### config.mk
export PLATFORM = sky130hd
export DESIGN_NAME = box_blur_row_filter
export DESIGN_NICKNAME = d
export VERILOG_FILES = /design/src/rtl/bbr_pkg.sv /design/src/rtl/box_blur_row_filter.sv /design/src/rtl/bbr_window.sv /design/src/rtl/bbr_lane.sv
export SDC_FILE = /design/constraint.sdc
export NUM_CORES = 2
export LEC_CHECK = 0
export BUFFER_PORTS_ARGS = -buffer_cell sky130_fd_sc_hd__buf_2
export CAP_MARGIN = 0
export CORE_ASPECT_RATIO = 0.8
export CORE_MARGIN = 4
export CORE_UTILIZATION = 30
export DETAILED_ROUTE_END_ITERATION = 16
export PLACE_DENSITY_LB_ADDON = 0.05
export SLEW_MARGIN = 20
export SYNTH_ARGS = -nofsm -noshare
export SYNTH_HDL_FRONTEND = slang
export SYNTH_SLANG_ARGS = --single-unit
### constraint.sdc
create_clock -name clk -period 22.7 [get_ports clk]
set_input_delay 1.135 -clock clk [delete_from_list [all_inputs] [get_ports clk]]
set_output_delay 1.135 -clock clk [all_outputs]
set_load 0.05 [all_outputs]
### src/rtl/bbr_pkg.sv
// Shared constants, types and the reciprocal table of the box blur row filter.
package bbr_pkg;

	localparam int MAX_RADIUS    = 31;
	localparam int MAX_WIDTH_DEF = 4096;

	localparam int PIX_W      = 32;
	localparam int CHAN_W     = 8;
	localparam int COLOR_W    = 24;
	localparam int RADIUS_W   = 5;
	localparam int ROW_W      = 13;
	localparam int CFG_IDX_W  = 1;
	localparam int CFG_DATA_W = 13;

	// window store: 2*MAX_RADIUS+2 entries, addressed by the column's low bits
	localparam int ADDR_W = 6;

	localparam int SUM_W       = 14;
	localparam int MUL_W       = RADIUS_W + 1;
	localparam int RECIP_W     = 21;
	localparam int RECIP_SHIFT = 20;
	localparam int PROD_W      = SUM_W + RECIP_W;

	localparam logic [CFG_IDX_W-1:0] REG_RADIUS    = 1'd0;
	localparam logic [CFG_IDX_W-1:0] REG_ROW_WIDTH = 1'd1;

	localparam logic [RADIUS_W-1:0] RADIUS_RST = 5'd1;
	localparam logic [ROW_W-1:0]    ROW_RST    = 13'd4096;

	typedef logic [1:0] kind_t;
	localparam kind_t KIND_INIT   = 2'd0;
	localparam kind_t KIND_ADD    = 2'd1;
	localparam kind_t KIND_SUBADD = 2'd2;

	typedef struct packed {
		logic go1;
		logic ld2;
		logic ld3;
	} lane_ctl_t;

	// ceil(2^20 / (2r+1)); exact floor quotient for sums below 2^14
	function automatic logic [RECIP_W-1:0] recip(input logic [RADIUS_W-1:0] r);
		logic [RECIP_W-1:0] m;
		case (r)
			5'd0:    m = 21'd1048576;
			5'd1:    m = 21'd349526;
			5'd2:    m = 21'd209716;
			5'd3:    m = 21'd149797;
			5'd4:    m = 21'd116509;
			5'd5:    m = 21'd95326;
			5'd6:    m = 21'd80660;
			5'd7:    m = 21'd69906;
			5'd8:    m = 21'd61681;
			5'd9:    m = 21'd55189;
			5'd10:   m = 21'd49933;
			5'd11:   m = 21'd45591;
			5'd12:   m = 21'd41944;
			5'd13:   m = 21'd38837;
			5'd14:   m = 21'd36158;
			5'd15:   m = 21'd33826;
			5'd16:   m = 21'd31776;
			5'd17:   m = 21'd29960;
			5'd18:   m = 21'd28340;
			5'd19:   m = 21'd26887;
			5'd20:   m = 21'd25576;
			5'd21:   m = 21'd24386;
			5'd22:   m = 21'd23302;
			5'd23:   m = 21'd22311;
			5'd24:   m = 21'd21400;
			5'd25:   m = 21'd20561;
			5'd26:   m = 21'd19785;
			5'd27:   m = 21'd19066;
			5'd28:   m = 21'd18397;
			5'd29:   m = 21'd17773;
			5'd30:   m = 21'd17190;
			5'd31:   m = 21'd16645;
			default: m = 21'd1048576;
		endcase
		return m;
	endfunction

endpackage

### src/rtl/box_blur_row_filter.sv
// Horizontal box blur over a pixel stream, running sum per color channel.
//
//  channel   direction  payload                                       handshake
//  s_axis    in         tdata: pixel_in[31:0]                         tvalid/tready
//  m_axis    out        tdata: pixel_out[31:0], tlast: row_last       tvalid/tready
//  cfg       in         index 0 radius[4:0], index 1 row_width[12:0]  valid/ready
//
// Cycles: one pixel per clock inside a row while the output is not stalled. The
// item that closes a row holds the input while radius flushed columns of the
// right edge go through, one result per unstalled cycle; the single running-sum
// update per channel sets that pace. Registered stages: issue, sum, multiply, out.
// Reset: asynchronous, active low; radius 1, row width 4096, column zero.
// Stalls: each stage holds while its successor is full; bubbles are squeezed out.
// A register write restarts the row at column 0.
module box_blur_row_filter #(
	parameter int MAX_WIDTH = bbr_pkg::MAX_WIDTH_DEF
) (
	input  logic                               clk,
	input  logic                               arst_n,
	input  logic                               s_axis_tvalid,
	output logic                               s_axis_tready,
	input  logic [bbr_pkg::PIX_W-1:0]          s_axis_tdata,  // pixel_in[31:0]
	output logic                               m_axis_tvalid,
	input  logic                               m_axis_tready,
	output logic [bbr_pkg::PIX_W-1:0]          m_axis_tdata,  // pixel_out[31:0]
	output logic                               m_axis_tlast,  // row_last
	input  logic                               cfg_valid,
	output logic                               cfg_ready,
	input  logic [bbr_pkg::CFG_IDX_W-1:0]      cfg_index,
	input  logic [bbr_pkg::CFG_DATA_W-1:0]     cfg_data
);

	// column of the next input; flush column runs past the row end by radius
	localparam int CW = $clog2(MAX_WIDTH);
	localparam int TW = $clog2(MAX_WIDTH + 64);

	localparam int AW = bbr_pkg::ADDR_W;
	localparam int CH = bbr_pkg::CHAN_W;

	// config
	logic [bbr_pkg::RADIUS_W-1:0] radius_q;
	logic [bbr_pkg::ROW_W-1:0]    row_width_q;
	logic                         cfg_wr;

	// issue state
	logic [CW-1:0]                in_col_q;
	logic                         fl_q;
	logic [TW-1:0]                fl_t_q;
	logic [bbr_pkg::COLOR_W-1:0]  fl_pix_q;
	logic [bbr_pkg::COLOR_W-1:0]  first_pix_q;

	// issue logic
	logic [bbr_pkg::RADIUS_W-1:0] r_eff;
	logic [TW-1:0]                w_eff;
	logic [TW-1:0]                rr;
	logic [TW-1:0]                two_r1;
	logic [CW-1:0]                col_c;
	logic [TW-1:0]                t;
	logic [TW-1:0]                j;
	logic [TW-1:0]                t_sub;
	logic [bbr_pkg::COLOR_W-1:0]  p_col;
	logic                         fire;
	logic                         accept;
	logic                         row_end;
	logic                         emit;
	logic                         sub_first;
	bbr_pkg::kind_t               kind;

	// pipeline
	logic                         v_s1, v_s2, v_s3;
	bbr_pkg::kind_t               kind_s1;
	logic                         emit_s1;
	logic                         last_s1, last_s2, last_s3;
	logic                         subf_s1;
	logic                         abyp_s1;
	logic [CH-1:0]                abyp_val_s1;
	logic [bbr_pkg::COLOR_W-1:0]  pix_s1;
	logic [CH-1:0]                alpha_s2, alpha_s3;
	logic                         ov_q;
	logic [bbr_pkg::PIX_W-1:0]    odata_q;
	logic                         olast_q;

	logic                         rdy_o, rdy3, rdy2, rdy1, go1;
	bbr_pkg::lane_ctl_t           lctl;

	logic [bbr_pkg::PIX_W-1:0]    rd_sub;
	logic [bbr_pkg::PIX_W-1:0]    rd_alpha;
	logic [bbr_pkg::COLOR_W-1:0]  sub_pix;
	logic [bbr_pkg::RECIP_W-1:0]  recip;
	logic [bbr_pkg::MUL_W-1:0]    mul;
	logic [CH-1:0]                q_r, q_g, q_b;

	assign cfg_ready = 1'b1;
	assign cfg_wr    = cfg_valid && cfg_ready;

	// effective geometry
	always_comb begin
		r_eff = (radius_q > bbr_pkg::RADIUS_W'(bbr_pkg::MAX_RADIUS)) ?
			bbr_pkg::RADIUS_W'(bbr_pkg::MAX_RADIUS) : radius_q;
		if (row_width_q == '0) begin
			w_eff = TW'(1);
		end else if (32'(row_width_q) > 32'(MAX_WIDTH)) begin
			w_eff = TW'(MAX_WIDTH);
		end else begin
			w_eff = TW'(row_width_q);
		end
	end

	assign rr     = TW'(r_eff);
	assign two_r1 = (rr << 1) + TW'(1);
	assign recip  = bbr_pkg::recip(r_eff);
	assign mul    = bbr_pkg::MUL_W'(r_eff) + bbr_pkg::MUL_W'(1);

	// handshake chain, output register back to issue
	assign rdy_o = !ov_q || m_axis_tready;
	assign rdy3  = !v_s3 || rdy_o;
	assign rdy2  = !v_s2 || rdy3;
	assign go1   = v_s1 && (!emit_s1 || rdy2);
	assign rdy1  = !v_s1 || go1;

	assign lctl.go1 = go1;
	assign lctl.ld2 = rdy2;
	assign lctl.ld3 = rdy3;

	assign s_axis_tready = rdy1 && !fl_q;
	assign accept        = s_axis_tvalid && s_axis_tready;
	assign fire          = rdy1 && (fl_q || s_axis_tvalid);

	// right-edge column of this step: a real input or a flushed copy of the last
	always_comb begin
		col_c   = (TW'(in_col_q) >= w_eff) ? '0 : in_col_q;
		t       = fl_q ? fl_t_q : TW'(col_c);
		p_col   = fl_q ? fl_pix_q : s_axis_tdata[bbr_pkg::COLOR_W-1:0];
		row_end = !fl_q && (TW'(col_c) == w_eff - TW'(1));
		if (t == '0) begin
			kind = bbr_pkg::KIND_INIT;
		end else if (t <= rr) begin
			kind = bbr_pkg::KIND_ADD;
		end else begin
			kind = bbr_pkg::KIND_SUBADD;
		end
		// columns left of the row read back as the first pixel
		sub_first = (t <= two_r1);
		emit      = (t >= rr);
		j         = t - rr;
		// column leaving the window
		t_sub     = t - two_r1;
	end

	bbr_window u_window (
		.clk     (clk),
		.we      (accept),
		.waddr   (t[AW-1:0]),
		.wdata   (s_axis_tdata),
		.re      (fire),
		.raddr_a (t_sub[AW-1:0]),
		.raddr_b (j[AW-1:0]),
		.rdata_a (rd_sub),
		.rdata_b (rd_alpha)
	);

	// config and issue state
	always_ff @(posedge clk or negedge arst_n) begin
		if (!arst_n) begin
			radius_q    <= bbr_pkg::RADIUS_RST;
			row_width_q <= bbr_pkg::ROW_RST;
			in_col_q    <= '0;
			fl_q        <= 1'b0;
			fl_t_q      <= '0;
			fl_pix_q    <= '0;
			first_pix_q <= '0;
		end else if (cfg_wr) begin
			case (cfg_index)
				bbr_pkg::REG_RADIUS: begin
					radius_q <= cfg_data[bbr_pkg::RADIUS_W-1:0];
					in_col_q <= '0;
					fl_q     <= 1'b0;
				end
				bbr_pkg::REG_ROW_WIDTH: begin
					row_width_q <= cfg_data[bbr_pkg::ROW_W-1:0];
					in_col_q    <= '0;
					fl_q        <= 1'b0;
				end
				default: begin
				end
			endcase
		end else if (fire) begin
			if (fl_q) begin
				if (fl_t_q == w_eff + rr - TW'(1)) begin
					fl_q <= 1'b0;
				end
				fl_t_q <= fl_t_q + TW'(1);
			end else begin
				if (col_c == '0) begin
					first_pix_q <= p_col;
				end
				if (row_end) begin
					in_col_q <= '0;
					fl_q     <= (r_eff != '0);
					fl_t_q   <= w_eff;
					fl_pix_q <= p_col;
				end else begin
					in_col_q <= col_c + CW'(1);
				end
			end
		end
	end

	// pipeline valids
	always_ff @(posedge clk or negedge arst_n) begin
		if (!arst_n) begin
			v_s1 <= 1'b0;
			v_s2 <= 1'b0;
			v_s3 <= 1'b0;
			ov_q <= 1'b0;
		end else begin
			if (rdy1) begin
				v_s1 <= fire;
			end
			if (rdy2) begin
				v_s2 <= v_s1 && emit_s1;
			end
			if (rdy3) begin
				v_s3 <= v_s2;
			end
			if (rdy_o) begin
				ov_q <= v_s3;
			end
		end
	end

	// pipeline payload
	always_ff @(posedge clk) begin
		if (rdy1) begin
			kind_s1     <= kind;
			emit_s1     <= emit;
			last_s1     <= (j == w_eff - TW'(1));
			subf_s1     <= sub_first;
			pix_s1      <= p_col;
			// zero radius: the alpha source is the pixel being written now
			abyp_s1     <= (r_eff == '0);
			abyp_val_s1 <= s_axis_tdata[bbr_pkg::PIX_W-1 -: CH];
		end
		if (rdy2) begin
			last_s2  <= last_s1;
			alpha_s2 <= abyp_s1 ? abyp_val_s1 : rd_alpha[bbr_pkg::PIX_W-1 -: CH];
		end
		if (rdy3) begin
			last_s3  <= last_s2;
			alpha_s3 <= alpha_s2;
		end
		if (rdy_o) begin
			odata_q <= {alpha_s3, q_r, q_g, q_b};
			olast_q <= last_s3;
		end
	end

	assign sub_pix = subf_s1 ? first_pix_q : rd_sub[bbr_pkg::COLOR_W-1:0];

	bbr_lane u_lane_r (
		.clk     (clk),
		.ctl     (lctl),
		.kind    (kind_s1),
		.add_val (pix_s1[2*CH +: CH]),
		.sub_val (sub_pix[2*CH +: CH]),
		.mul     (mul),
		.recip   (recip),
		.quo     (q_r)
	);

	bbr_lane u_lane_g (
		.clk     (clk),
		.ctl     (lctl),
		.kind    (kind_s1),
		.add_val (pix_s1[CH +: CH]),
		.sub_val (sub_pix[CH +: CH]),
		.mul     (mul),
		.recip   (recip),
		.quo     (q_g)
	);

	bbr_lane u_lane_b (
		.clk     (clk),
		.ctl     (lctl),
		.kind    (kind_s1),
		.add_val (pix_s1[0 +: CH]),
		.sub_val (sub_pix[0 +: CH]),
		.mul     (mul),
		.recip   (recip),
		.quo     (q_b)
	);

	assign m_axis_tvalid = ov_q;
	assign m_axis_tdata  = odata_q;
	assign m_axis_tlast  = olast_q;

endmodule

### src/rtl/bbr_window.sv
// Window store: recent pixels of the row, one write and two registered reads.
module bbr_window (
	input  logic                           clk,
	input  logic                           we,
	input  logic [bbr_pkg::ADDR_W-1:0]     waddr,
	input  logic [bbr_pkg::PIX_W-1:0]      wdata,
	input  logic                           re,
	input  logic [bbr_pkg::ADDR_W-1:0]     raddr_a,
	input  logic [bbr_pkg::ADDR_W-1:0]     raddr_b,
	output logic [bbr_pkg::PIX_W-1:0]      rdata_a,
	output logic [bbr_pkg::PIX_W-1:0]      rdata_b
);

	localparam int DEPTH = 1 << bbr_pkg::ADDR_W;

	logic [bbr_pkg::PIX_W-1:0] mem [DEPTH];

	always_ff @(posedge clk) begin
		if (we) begin
			mem[waddr] <= wdata;
		end
	end

	// only read port b at zero radius hits the address written in the same cycle
	always_ff @(posedge clk) begin
		if (re) begin
			rdata_a <= mem[raddr_a];
			rdata_b <= mem[raddr_b];
		end
	end

endmodule

### src/rtl/bbr_lane.sv
// One color channel: running window sum and reciprocal-multiply mean.
module bbr_lane (
	input  logic                              clk,
	input  bbr_pkg::lane_ctl_t                ctl,
	input  bbr_pkg::kind_t                    kind,
	input  logic [bbr_pkg::CHAN_W-1:0]        add_val,
	input  logic [bbr_pkg::CHAN_W-1:0]        sub_val,
	input  logic [bbr_pkg::MUL_W-1:0]         mul,
	input  logic [bbr_pkg::RECIP_W-1:0]       recip,
	output logic [bbr_pkg::CHAN_W-1:0]        quo
);

	logic [bbr_pkg::SUM_W-1:0]  sum_q;
	logic [bbr_pkg::SUM_W-1:0]  sum_nxt;
	logic [bbr_pkg::SUM_W-1:0]  sum_s2;
	logic [bbr_pkg::PROD_W-1:0] prod;
	logic [bbr_pkg::PROD_W-1:0] prod_s3;

	always_comb begin
		case (kind)
			bbr_pkg::KIND_INIT: begin
				// row start: left edge replicates the first pixel r+1 times
				sum_nxt = bbr_pkg::SUM_W'(add_val) * bbr_pkg::SUM_W'(mul);
			end
			bbr_pkg::KIND_ADD: begin
				sum_nxt = sum_q + bbr_pkg::SUM_W'(add_val);
			end
			bbr_pkg::KIND_SUBADD: begin
				sum_nxt = sum_q - bbr_pkg::SUM_W'(sub_val) + bbr_pkg::SUM_W'(add_val);
			end
			default: begin
				sum_nxt = sum_q;
			end
		endcase
	end

	assign prod = bbr_pkg::PROD_W'(sum_s2) * bbr_pkg::PROD_W'(recip);
	assign quo  = prod_s3[bbr_pkg::RECIP_SHIFT +: bbr_pkg::CHAN_W];

	always_ff @(posedge clk) begin
		if (ctl.go1) begin
			sum_q <= sum_nxt;
		end
		if (ctl.ld2) begin
			sum_s2 <= sum_nxt;
		end
		if (ctl.ld3) begin
			prod_s3 <= prod;
		end
	end

endmodule

==> flow_summary.ini <==
[cells_and_area]
fill_cells = 40716
drive_gt1_share_pct = 13.8
syn_to_final_growth_pct = 13.9
fin_nets = 10620
final_cell_mix = edfxtp_1 (2277), nand2_1 (920), inv_1 (908), fa_1 (698), nor2_1 (429)
fin_cells = 15269
final_common_cell = edfxtp_1

[logic_synthesis]
ys_types = 91
avgSynthCellArea_um2 = 13.5
ys_seq_elements = 2373
yosys_warnings = 0
synth_top_family_by_area = adder cells
synthCells = 9348
ys.flop_type = edfxtp_1
synth.cell_area_um2 = 126000
synth_adder_area_share_pct = 15.1
async_flop_share_pct = 4.05
synth_compound_area_share_pct = 7.31
synth.mux.area_fraction_pct = 6.94
synth_edf_count = 2277
yosysSeqAreaShare_pct = 56.2
synthSimpleGateAreaFrac_pct = 8.65
synth_xor_area_share_pct = 1.42
syn_nets = 10501

[sta]
setup_viol = 0
skew_ns = 0.0714
tns_ns = 0
min_period_ns = 9.68
slew_violations = 0
maxSlewHeadroom_pct = 19.3
hold_viol = 0
fmax_mhz = 103
fin_crit_sh_pct = 42.6
rsz0062_at_grt = false
tightest_slew_ns = 1.20

[floorplanning]
num_io_pins = 87
start_util_pct = 30.2
die_x_um = 732
die_h_um = 588
core_um2 = 418000
dieArea_um2 = 430000
rows = 212

[critical_path]
cp_common_cell = fa_1
crit_slowest_cell = dfrtp_1
worstPathRequired_ns = 23.34
r2r_setup_slack_ns = 13.02
cp-start-kind = register
path_max_fanout = 43
worstPathArrival_ns = 10.32
worst-setup-path-type = register to register
slowest_delay_ns = 0.98
crit_path_end_kind = register

[global_route]
grt_pass1_wl_um = 631000
grt_overflow_total = 0
grt_pass1_vias = 80756
grt_antenna_before_repair = 52
grt_max_degree = 89
global_route.usage.total_pct = 20.4

[route]
drcViolationCount = 0
routedWlPerCell_um = 29.2
drt_wl_total_um = 445000
ant_nets = 0
drt_first_pass_iters = 5
vias_per_cell = 5.10
num_vias = 77926
drt_iter0_markers = 7243

[clock_network]
cts_max_level = 5
holdBufCountCts = 0
post_cts_buffers = 0
cts_buffer_depth = 4
cts_num_sinks = 2373
clkTransAtPathRegs_ns = 0.07
cts_resized = 0
cts_made_buffers = 277
cts_root_buf = clkbuf_16
insertion_delay_ns = 0.93
cts_tree = yes

[run]
drv_cap = 0

[place]
placement.io_buffers = 85
placed_cells = 14752
place_hpwl_um = 274000
routabilityCongestion = 0.801

[run_status]
status = finished, final reports clean

[worst_hold_path]
hold_path_class = primary input to async pin
Yosys cell counts, types with 150 or more instances:
cell type	number	area share (%)
a21oi_1	150	0.60
and2_1	396	2.0
clkbuf_1	454	1.4
edfxtp_1	2277	54
fa_1	699	11
ha_1	403	4.0
inv_1	911	2.7
mux2i_1	269	2.1
mux4_2	182	3.3
nand2_1	922	2.7
nor2_1	499	1.5
nor3_1	173	0.69
o22ai_1	195	0.97
xnor2_1	153	1.1
routing by layer:
metal / vias to the layer above / GRT usage, % / share of wire, %
li1: 33858 / - / -
met1: 41667 / 31.8 / 50
met2: 1994 / 29.8 / 42
met3: 405 / 3.53 / 6.0
met4: 2 / 3.28 / 1.5
met5: - / 0 / 0.0040
path summary, 6_finish.rpt:
| kind | start | to | cells past startpoint |
|---|---|---|---|
| worst max-delay path | radius_q[3] | u_lane_b.prod_s3[27] | 26 |
| worst min-delay path | arst_n | row_width_q[6] | 1 |
| worst max register to register | radius_q[3] | u_lane_b.prod_s3[27] | 26 |
| worst min register to register | u_lane_g.prod_s3[26] | m_axis_tdata[14] | 0 |
| max in group asynchronous | arst_n | fl_pix_q[18] | 2 |
| min in group clk | u_lane_g.prod_s3[26] | m_axis_tdata[14] | 0 |
registers in the layout, indices dropped and copies added, names as in the netlist, 12 cells and up:
register	count
in_col_q	12
u_window.rdata_a	24
u_lane_g.sum_s2	14
u_lane_g.sum_q	14
fl_pix_q	24
fl_t_q	13
u_lane_r.sum_q	14
u_lane_b.sum_s2	14
u_window.mem	2048
m_axis_tdata	32
first_pix_q	24
row_width_q	13
u_lane_r.sum_s2	14
pix_s1	24
u_lane_b.sum_q	14
through the flow:
step                      instance area [µm²]  setup WS [ns]  hold slack [ns]  util (%)
final                                  143000          13.02            0.322      34.4
after global routing                   143000          12.39            0.330      34.4
after CTS                              143000          12.82            0.285      34.4
after detailed placement               135000          12.83            0.405      32.2
after global placement                 134000          12.84            0.401      32.2
after floorplan                        126000          15.22            0.400         -
area by class of cell:
| type | count | area (µm²) | area share (%) |
|---|---|---|---|
| Sequential cell | 2373 | 70800 | 49.3 |
| Multi-Input combinational cell | 5522 | 50700 | 35.3 |
| Clock buffer | 341 | 7340 | 5.11 |
| Tap cell | 5564 | 6960 | 4.85 |
| Inverter | 916 | 3450 | 2.40 |
| Timing Repair Buffer | 377 | 2750 | 1.92 |
| Clock inverter | 152 | 1480 | 1.03 |
| Antenna cell | 24 | 60.1 | 0.0419 |
cell families (layout without fill, tap and decap cells):
logic type / after synthesis / count (layout)
AO/OA/AOI/OAI: 1249 / 1249
XOR/XNOR: 204 / 204
adder cells (fa/ha/maj): 1102 / 1102
buffers and inverters: 1453 / 1786
flip-flops: 2373 / 2373
multiplexers: 617 / 617
other: 1 / 25
AND/OR/NAND/NOR: 2349 / 2349
worst max-delay path, delay by kind of cell, from the launching register on:
family	cells	cell delay [ns]
AOI/OAI and AO/OA	8	1.81
xor gates and xnor gates	1	0.18
adders and majority gates	7	3.27
buffers and inverters	5	1.48
DFF	1	0.98
and+or+nand+nor	5	1.63
Power is left out: the tool's default activity adds up to more than one toggle a clock period on the data nets, which glitch-free logic cannot reach.
